`src/hw/rtl/isl_pkg.sv`:
```
package isl_pkg;

  localparam int DEPTH = 16;
  localparam int CNT_W = $clog2(DEPTH + 1);
  localparam int IDX_W = $clog2(DEPTH);
  localparam int WORD_W = 32;
  localparam int CMD_W = 3;
  localparam int POS_W = 5;
  localparam int CAP_W = 5;
  localparam int STAT_W = 2;

  localparam logic [CMD_W-1:0] CMD_ADD_AT      = 3'd0;
  localparam logic [CMD_W-1:0] CMD_ADD_LAST    = 3'd1;
  localparam logic [CMD_W-1:0] CMD_REMOVE_AT   = 3'd2;
  localparam logic [CMD_W-1:0] CMD_REMOVE_LAST = 3'd3;
  localparam logic [CMD_W-1:0] CMD_GET_AT      = 3'd4;
  localparam logic [CMD_W-1:0] CMD_PUSH_FIRST  = 3'd5;
  localparam logic [CMD_W-1:0] CMD_CLEAR       = 3'd6;

  localparam logic [STAT_W-1:0] ST_OK        = 2'd0;
  localparam logic [STAT_W-1:0] ST_BAD_INDEX = 2'd1;
  localparam logic [STAT_W-1:0] ST_FULL      = 2'd2;
  localparam logic [STAT_W-1:0] ST_EMPTY     = 2'd3;

  localparam logic [1:0] SH_NONE = 2'd0;
  localparam logic [1:0] SH_UP   = 2'd1;
  localparam logic [1:0] SH_DOWN = 2'd2;

  typedef struct packed {
    logic load;
    logic exec;
  } ctrl_t;

  typedef struct packed {
    logic              is_empty;
    logic              is_full;
    logic [CNT_W-1:0]  count;
    logic [WORD_W-1:0] value_out;
    logic [STAT_W-1:0] status;
  } res_t;

endpackage

```
`src/hw/rtl/isl_controller.sv`:
```
module isl_controller (
  input  logic          clk,
  input  logic          rst,
  input  logic          s_tvalid,
  output logic          s_tready,
  output logic          m_tvalid,
  input  logic          m_tready,
  output isl_pkg::ctrl_t ctrl
);

  localparam logic [1:0] S_IDLE = 2'd0;
  localparam logic [1:0] S_EXEC = 2'd1;
  localparam logic [1:0] S_HOLD = 2'd2;

  logic [1:0] state;
  logic [1:0] state_next;

  assign s_tready  = (state == S_IDLE) || ((state == S_HOLD) && m_tready);
  assign m_tvalid  = (state == S_HOLD);
  assign ctrl.load = s_tvalid && s_tready;
  assign ctrl.exec = (state == S_EXEC);

  always_comb begin
    state_next = state;
    unique case (state)
      S_IDLE: begin
        if (s_tvalid) state_next = S_EXEC;
      end
      S_EXEC: state_next = S_HOLD;
      S_HOLD: begin
        // overlap: take the next item as the result leaves
        if (m_tready) state_next = s_tvalid ? S_EXEC : S_IDLE;
      end
      default: state_next = S_IDLE;
    endcase
  end

  always_ff @(posedge clk) begin
    if (rst) state <= S_IDLE;
    else     state <= state_next;
  end

endmodule

```
`src/hw/rtl/isl_datapath.sv`:
```
module isl_datapath (
  input  logic                        clk,
  input  logic                        rst,
  input  isl_pkg::ctrl_t              ctrl,
  input  logic [isl_pkg::CMD_W-1:0]   cmd,
  input  logic [isl_pkg::POS_W-1:0]   position,
  input  logic [isl_pkg::WORD_W-1:0]  value_in,
  input  logic                        cfg_we,
  input  logic [isl_pkg::CAP_W-1:0]   cfg_data,
  output isl_pkg::res_t               res
);

  localparam int DEPTH = isl_pkg::DEPTH;
  localparam int CNT_W = isl_pkg::CNT_W;
  localparam int WORD_W = isl_pkg::WORD_W;

  logic [isl_pkg::CMD_W-1:0]  cmd_q;
  logic [isl_pkg::POS_W-1:0]  pos_q;
  logic [WORD_W-1:0]          word_q;
  logic [isl_pkg::CAP_W-1:0]  capacity;
  logic [CNT_W-1:0]           count;
  logic [WORD_W-1:0]          slots [DEPTH];
  logic [WORD_W-1:0]          slots_next [DEPTH];

  logic [CNT_W-1:0]           cap_eff;
  logic [CNT_W-1:0]           cnt_m1;
  logic [CNT_W-1:0]           cnt_next;
  logic                       full;
  logic                       pos_in;
  logic [isl_pkg::STAT_W-1:0] status;
  logic [WORD_W-1:0]          rd;
  logic [1:0]                 shift;
  logic [CNT_W-1:0]           sh_pos;
  logic [CNT_W-1:0]           sh_lim;
  logic [CNT_W:0]             pos_ext;
  logic [CNT_W:0]             cnt_ext;

  always_ff @(posedge clk) begin
    if (ctrl.load) begin
      cmd_q  <= cmd;
      pos_q  <= position;
      word_q <= value_in;
    end
  end

  always_ff @(posedge clk) begin
    if (rst)         capacity <= isl_pkg::CAP_W'(DEPTH);
    else if (cfg_we) capacity <= cfg_data;
  end

  always_comb begin
    if (capacity == '0)
      cap_eff = CNT_W'(1);
    else if ({1'b0, capacity} > (isl_pkg::CAP_W + 1)'(DEPTH))
      cap_eff = CNT_W'(DEPTH);
    else
      cap_eff = CNT_W'(capacity);
  end

  assign full    = (count >= cap_eff);
  assign cnt_m1  = count - CNT_W'(1);
  assign pos_ext = (CNT_W + 1)'(pos_q);
  assign cnt_ext = {1'b0, count};
  assign pos_in  = (pos_ext < cnt_ext);

  always_comb begin
    status   = isl_pkg::ST_OK;
    rd       = '0;
    cnt_next = count;
    shift    = isl_pkg::SH_NONE;
    sh_pos   = '0;
    sh_lim   = count;
    unique case (cmd_q)
      isl_pkg::CMD_ADD_AT: begin
        if (full) status = isl_pkg::ST_FULL;
        else if (pos_ext > cnt_ext) status = isl_pkg::ST_BAD_INDEX;
        else begin
          shift    = isl_pkg::SH_UP;
          sh_pos   = CNT_W'(pos_q);
          cnt_next = count + CNT_W'(1);
        end
      end
      isl_pkg::CMD_ADD_LAST: begin
        if (full) status = isl_pkg::ST_FULL;
        else begin
          shift    = isl_pkg::SH_UP;
          sh_pos   = count;
          cnt_next = count + CNT_W'(1);
        end
      end
      isl_pkg::CMD_REMOVE_AT: begin
        if (count == '0) status = isl_pkg::ST_EMPTY;
        else if (!pos_in) status = isl_pkg::ST_BAD_INDEX;
        else begin
          shift    = isl_pkg::SH_DOWN;
          sh_pos   = CNT_W'(pos_q);
          sh_lim   = cnt_m1;
          cnt_next = cnt_m1;
        end
      end
      isl_pkg::CMD_REMOVE_LAST: begin
        if (count == '0) status = isl_pkg::ST_EMPTY;
        else begin
          shift    = isl_pkg::SH_DOWN;
          sh_pos   = cnt_m1;
          sh_lim   = cnt_m1;
          cnt_next = cnt_m1;
        end
      end
      isl_pkg::CMD_GET_AT: begin
        if (!pos_in) status = isl_pkg::ST_BAD_INDEX;
        else rd = slots[pos_q[isl_pkg::IDX_W-1:0]];
      end
      isl_pkg::CMD_PUSH_FIRST: begin
        if (full) begin
          if (cnt_m1 >= cap_eff) begin
            // still full after dropping the tail: drop only
            status   = isl_pkg::ST_FULL;
            shift    = isl_pkg::SH_DOWN;
            sh_pos   = cnt_m1;
            sh_lim   = cnt_m1;
            cnt_next = cnt_m1;
          end else begin
            // drop the tail and insert at the front in one shift
            shift  = isl_pkg::SH_UP;
            sh_lim = cnt_m1;
          end
        end else begin
          shift    = isl_pkg::SH_UP;
          cnt_next = count + CNT_W'(1);
        end
      end
      isl_pkg::CMD_CLEAR: cnt_next = '0;
      default: ;
    endcase
  end

  for (genvar i = 0; i < DEPTH; i++) begin : g_cell
    logic [WORD_W-1:0] up_src;
    logic [WORD_W-1:0] dn_src;
    if (i > 0) begin : g_up
      assign up_src = slots[i-1];
    end else begin : g_up0
      assign up_src = '0;
    end
    if (i < DEPTH - 1) begin : g_dn
      assign dn_src = slots[i+1];
    end else begin : g_dn0
      assign dn_src = '0;
    end

    always_comb begin
      slots_next[i] = slots[i];
      case (shift)
        isl_pkg::SH_UP: begin
          if (CNT_W'(i) == sh_pos) slots_next[i] = word_q;
          else if ((CNT_W'(i) > sh_pos) && (CNT_W'(i) <= sh_lim)) slots_next[i] = up_src;
        end
        isl_pkg::SH_DOWN: begin
          if (CNT_W'(i) == sh_lim) slots_next[i] = '0;
          else if ((CNT_W'(i) >= sh_pos) && (CNT_W'(i) < sh_lim)) slots_next[i] = dn_src;
        end
        default: ;
      endcase
    end

    always_ff @(posedge clk) begin
      if (ctrl.exec) slots[i] <= slots_next[i];
    end
  end

  always_ff @(posedge clk) begin
    if (rst)            count <= '0;
    else if (ctrl.exec) count <= cnt_next;
  end

  always_ff @(posedge clk) begin
    if (ctrl.exec) begin
      res.status    <= status;
      res.value_out <= rd;
      res.count     <= cnt_next;
      res.is_full   <= (cnt_next >= cap_eff);
      res.is_empty  <= (cnt_next == '0);
    end
  end

endmodule

```
`src/hw/rtl/indexed_shift_list_top.sv`:
```
// Bounded list of up to 16 signed 32-bit words held in register cells. Each
// item carries one command and returns one result item. From acceptance to
// result the command is first captured, then the cells in the affected range
// move toward their neighbors at once; the next item is accepted in the cycle
// its predecessor's result is taken. Capacity is written through the cfg
// channel (always ready); the user must write it only while the block is
// idle, which the block itself does not enforce. 0 acts as 1 and values
// above 16 as 16. No clearing pass is needed after reset.
module indexed_shift_list_top (
  input  logic        clk,
  input  logic        rst,
  input  logic        s_tvalid,
  output logic        s_tready,
  input  logic [39:0] s_tdata,   // cmd[2:0], position[7:3], value_in[39:8]
  output logic        m_tvalid,
  input  logic        m_tready,
  output logic [47:0] m_tdata,   // status[1:0], value_out[33:2], count[38:34],
                                 // is_full[39], is_empty[40], zero[47:41]
  input  logic        cfg_valid,
  output logic        cfg_ready,
  input  logic [4:0]  cfg_data   // capacity
);

  isl_pkg::ctrl_t ctrl;
  isl_pkg::res_t  res;

  assign cfg_ready = 1'b1;

  isl_controller u_ctrl (
    .clk      (clk),
    .rst      (rst),
    .s_tvalid (s_tvalid),
    .s_tready (s_tready),
    .m_tvalid (m_tvalid),
    .m_tready (m_tready),
    .ctrl     (ctrl)
  );

  isl_datapath u_dp (
    .clk      (clk),
    .rst      (rst),
    .ctrl     (ctrl),
    .cmd      (s_tdata[2:0]),
    .position (s_tdata[7:3]),
    .value_in (s_tdata[39:8]),
    .cfg_we   (cfg_valid && cfg_ready),
    .cfg_data (cfg_data),
    .res      (res)
  );

  assign m_tdata = {7'd0, res};

  // no new item while an untaken result is still held
  a_no_overrun: assert property (@(posedge clk) disable iff (rst)
    (s_tvalid && s_tready) |-> (!m_tvalid || m_tready))
    else $error("item accepted over a held result");

  a_count_bound: assert property (@(posedge clk) disable iff (rst)
    m_tvalid |-> ({1'b0, res.count} <= (isl_pkg::CNT_W + 1)'(isl_pkg::DEPTH)))
    else $error("count above depth");

  a_flags_excl: assert property (@(posedge clk) disable iff (rst)
    m_tvalid |-> !(res.is_full && res.is_empty))
    else $error("list both full and empty");

  a_fail_no_word: assert property (@(posedge clk) disable iff (rst)
    (m_tvalid && (res.status != isl_pkg::ST_OK)) |-> (res.value_out == '0))
    else $error("word returned on a failed command");

endmodule

```
`config.mk`:
```
export PLATFORM = sky130hd
export DESIGN_NAME = indexed_shift_list_top
export DESIGN_NICKNAME = d
export VERILOG_FILES = /design/src/hw/rtl/isl_pkg.sv /design/src/hw/rtl/isl_controller.sv /design/src/hw/rtl/isl_datapath.sv /design/src/hw/rtl/indexed_shift_list_top.sv
export SDC_FILE = /design/constraint.sdc
export NUM_CORES = 1
export LEC_CHECK = 0
export ABC_AREA = 1
export BUFFER_PORTS_ARGS = -buffer_cell sky130_fd_sc_hd__buf_2
export CAP_MARGIN = 15
export CELL_PAD_IN_SITES_DETAIL_PLACEMENT = 1
export CELL_PAD_IN_SITES_GLOBAL_PLACEMENT = 1
export CORE_MARGIN = 10
export CORE_UTILIZATION = 28
export CTS_CLUSTER_DIAMETER = 80
export DETAILED_ROUTE_END_ITERATION = 8
export PLACE_DENSITY = 0.57
export SLEW_MARGIN = 15
export SYNTH_ARGS = -nofsm -noshare
export SYNTH_HDL_FRONTEND = slang
export SYNTH_SLANG_ARGS = --single-unit
```
`constraint.sdc`:
```
create_clock -name clk -period 5.35 [get_ports clk]
set_input_delay 0.2675 -clock clk [delete_from_list [all_inputs] [get_ports clk]]
set_output_delay 0.2675 -clock clk [all_outputs]
set_load 0.05 [all_outputs]
```
==> results.py <==
metrics = {
    "final_layout": {
        "num_antenna_cells": 0,
        "layout-drive-gt1-share_pct": 8.42,
        "final_cells": 6435,
        "area_delta_synth_final_pct": 14.3,
        "nNetsFinal": 4709,
    },
    "power": {
        "power.total_mw": 13.5,
        "p_leak_nw": 17.4,
        "ir_worst_vdd_mv": 0.191,
        "clkPwrFrac_pct": 38.9,
        "p_per_area_nw_per_um2": 323,
        "internal_power_mw": 9.19,
        "switching_power_mw": 4.27,
        "seq_power_share_pct": 41.9,
        "swShare_pct": 31.7,
        "power_frac_comb_pct": 19.1,
    },
    "yosys": {
        "synth_compound_area_share_pct": 18.3,
        "synth_edf_count": 593,
        "synth_seq_cells": 605,
        "ys_seq_area_share_pct": 49.4,
        "synth.area.mux_share_pct": 0,
        "synth-adder-area-share_pct": 0.994,
        "synth.cell_area_um2": 36500,
        "synthArstFlopShare_pct": 0,
        "yosys.area_share.simple_pct": 21.1,
        "synth_cell_types": 48,
        "synth_top_family_by_area": "simple AND/OR/NAND/NOR gates",
        "synth_area_leaders": "edfxtp_1 (49%), nand2_1 (11%), o21ai_0 (8.1%), nand3_1 (7.1%), inv_1 (5.7%)",
        "synth_area_leader_cell": "edfxtp_1",
        "ys.flop_type": "edfxtp_1",
        "ys_warn_count": 0,
        "synth_common_cells": "nand2_1 (1,111), edfxtp_1 (593), o21ai_0 (593)",
        "synth_xor_area_share_pct": 0.0960,
        "synth_top_area_share_pct": 48.8,
        "synth.most_common_cell": "nand2_1",
        "syn_avg_cell_area_um2": 7.84,
        "netlist_instances": 4656,
    },
    "sta": {
        "final_max_slew_viol_count": 0,
        "hold_viol_final": 0,
        "rsz0062_at_grt": "no",
        "period_share_pct": 88.7,
        "finClkSkew_ns": 0.0386,
        "tightest_slew_ns": 1.09,
        "timing.hold.ws_ns": 0.0529,
        "fmaxAchievable_mhz": 211,
        "finalCriticalPeriod_ns": 4.74,
        "finalSetupTns_ns": 0,
        "relSlewSlack_pct": 26.9,
        "final-setup-viol-count": 0,
    },
    "place": {
        "hpwlAfterDp_mm": 96.2,
        "gp_congestion": 0.862,
        "port-buffer-count": 92,
        "dp.cells": 6238,
    },
    "global_route": {
        "grt_pass1_wl_mm": 222,
        "grt_antenna_before_repair": 0,
        "overflow": 0,
        "grt_max_degree": 183,
        "grt_util_all_layers_pct": 19.6,
        "grt_pass1_vias": 32688,
    },
    "floorplan": {
        "initial_core_util_pct": 28.2,
        "die_w_um": 381,
        "die_height_um": 381,
        "rows": 132,
        "core_um2": 129000,
        "die-area_um2": 145000,
        "ios": 101,
    },
    "drt": {
        "highest_layer": "met4",
        "m1WireLength_mm": 75.8,
        "postRouteAntennaNets": 0,
        "wl_met3_mm": 8.75,
        "drc": 0,
        "wl_met2_mm": 61.2,
        "viasPerCell": 5.14,
        "route.detailed.wl_per_inst_um": 23.0,
        "first_pass_iters": 6,
        "wirelength_mm": 148,
        "dr_total_vias": 33106,
        "drt_iter0_drc": 3198,
    },
    "setup_path": {
        "cp.required_ns": 5.64,
        "cp_top_family": "simple AND/OR/NAND/NOR gates",
        "r2r_slack_ns": 0.61,
        "crit_chain": "inv_1 > ha_1 > nand2_1 > nand2_1 > nand2_1 > ha_1 > a21oi_1 > nand3_1 > nand3_1 > nand2_2 > nor2_1 > ha_1 > nor2_1 > inv_1 > a21oi_4 > buf_4",
        "startpoint_type": "register",
        "path_buf_inv": 3,
        "path_class": "reg2reg",
        "crit_fanout": 32,
        "cpPeakStageDelay_ns": 0.60,
        "cp.arrival_ns": 5.04,
        "cpMaxStageDelayCell": "dfxtp_1",
        "endpoint_kind": "register",
    },
    "cts": {
        "cts_buffers": 77,
        "cts_tree": "built",
        "cts.clk_slew.worst_paths_ns": 0.06,
        "postCtsSetupBuffers": 0,
        "insertion_delay_ns": 0.70,
        "htree_levels": 3,
        "cts_buffer_depth": 3,
        "cts_sinks": 605,
        "ctsRootBufferMaster": "clkbuf_16",
    },
    "hold_path": {
        "hold_path_class": "in2reg",
    },
    "outcome": {
        "outcome": "completed",
    },
    "flow_run": {
        "maxCapViolations": 0,
    },
}
## per-layer routing
layer  vias to the layer above  GRT usage [%]
li1                      15699              -
met1                     16321           30.2
met2                       954           28.6
met3                       132           2.73
met4                         0           4.03
met5                         -              0
## power by group through the flow
stage	clock (mW)	combinational [mW]	sequential, mW
after floorplan	0	1.56	5.76
after global placement	0	2.49	5.74
after detailed placement	0	2.52	5.74
after CTS	5.38	2.56	5.64
after global routing	5.52	2.85	5.66
final	5.24	2.58	5.65
## stage by stage
| stage | setup slack (ns) | util (%) | instance area, um2 |
|---|---|---|---|
| 4_1_cts | 0.527 | 32.2 | 41700 |
| 6_report | 0.606 | 32.2 | 41700 |
| 3_3_place_gp | 0.608 | 29.9 | 38700 |
| 3_5_place_dp | 0.519 | 29.9 | 38700 |
| 2_1_floorplan | 0.0747 | - | 36500 |
| 5_1_grt | 0.228 | 32.2 | 41700 |
## state kept, by name, summed over array words and instances, names as in the netlist
name           flops
u_dp.res          41
u_dp.capacity      5
u_ctrl.state       2
u_dp.word_q       32
u_dp.count         5
u_dp.pos_q         5
u_dp.slots       512
u_dp.cmd_q         3
## cells by family (layout without fill, tap and decap cells)
| group | after synthesis | in the layout |
|---|---|---|
| other | 2 | 8 |
| adders and majority gates | 29 | 29 |
| and+or+nand+nor | 1788 | 1788 |
| xor gates and xnor gates | 4 | 4 |
| AOI/OAI and AO/OA | 1293 | 1293 |
| buffers and inverters | 935 | 966 |
| DFF | 605 | 605 |
## worst reg2reg max path: stages (launching register included)
cell and delay, ns:
dfxtp_1 0.60, inv_1 0.28, ha_1 0.29, nand2_1 0.09, nand2_1 0.05, nand2_1 0.15, ha_1 0.28, a21oi_1 0.19
nand3_1 0.23, nand3_1 0.20, nand2_2 0.11, nor2_1 0.17, ha_1 0.26, nor2_1 0.27, inv_1 0.43, a21oi_4 0.24
buf_4 0.47
## final cells by class
type                            instances  area [um2]
Clock buffer                           92        2040
Clock inverter                         50         425
Fill cell                           15558       87800
Inverter                              586        2220
Multi-Input combinational cell       3122       15000
Sequential cell                       605       18000
Tap cell                             1742        2180
Timing Repair Buffer                  238        1820
## cell usage in the layout, fill, tap and decap left out, types with 2 or more instances in the layout
cell / netlist / final
buf_4: 11 / 81
clkbuf_16: 0 / 79
clkbuf_1: 204 / 12
nand4_1: 8 / 8
ha_1: 29 / 28
dlygate4sd3_1: 0 / 55
inv_2: 25 / 25
a211oi_1: 31 / 31
bufinv_16: 0 / 5
nor2_2: 8 / 7
inv_16: 0 / 2
a21oi_4: 0 / 7
nand3_4: 3 / 3
nand2_2: 8 / 8
dfxtp_1: 12 / 12
xor2_1: 4 / 4
nor3_1: 6 / 6
o21ai_0: 593 / 593
inv_6: 0 / 2
buf_12: 0 / 10
nand3_1: 520 / 518
o21bai_1: 2 / 2
buf_2: 108 / 92
o21ai_1: 272 / 272
clkinv_1: 2 / 22
o211ai_1: 18 / 18
nand2_4: 2 / 2
inv_1: 556 / 554
edfxtp_1: 593 / 593
nor3_4: 0 / 2
nand3_2: 10 / 12
o22ai_1: 32 / 32
a311oi_1: 2 / 2
nor2_4: 11 / 24
clkinv_2: 1 / 19
a21oi_1: 335 / 329
nand2_1: 1111 / 1111
nor2_1: 93 / 81
inv_4: 2 / 2
conb_1: 2 / 8
## path summary, 6_finish.rpt
kind	startpoint	cells past startpoint	endpoint
max reg2reg	u_dp.count[1]	16	u_dp.slots[15][1]
min reg2reg	u_ctrl.state[0]	1	u_ctrl.state[1]
max	u_dp.count[1]	16	u_dp.slots[15][1]
min	m_tready	4	u_ctrl.state[1]
## what timing repair did
action / 4_1_cts / 5_1_grt
endpoints found under the hold margin: 48 / 0
hold buffers: 55 / 0
setup endpoints to repair: 0 / 27
resized for setup: 0 / 1
(Power assumes the default switching activity.)
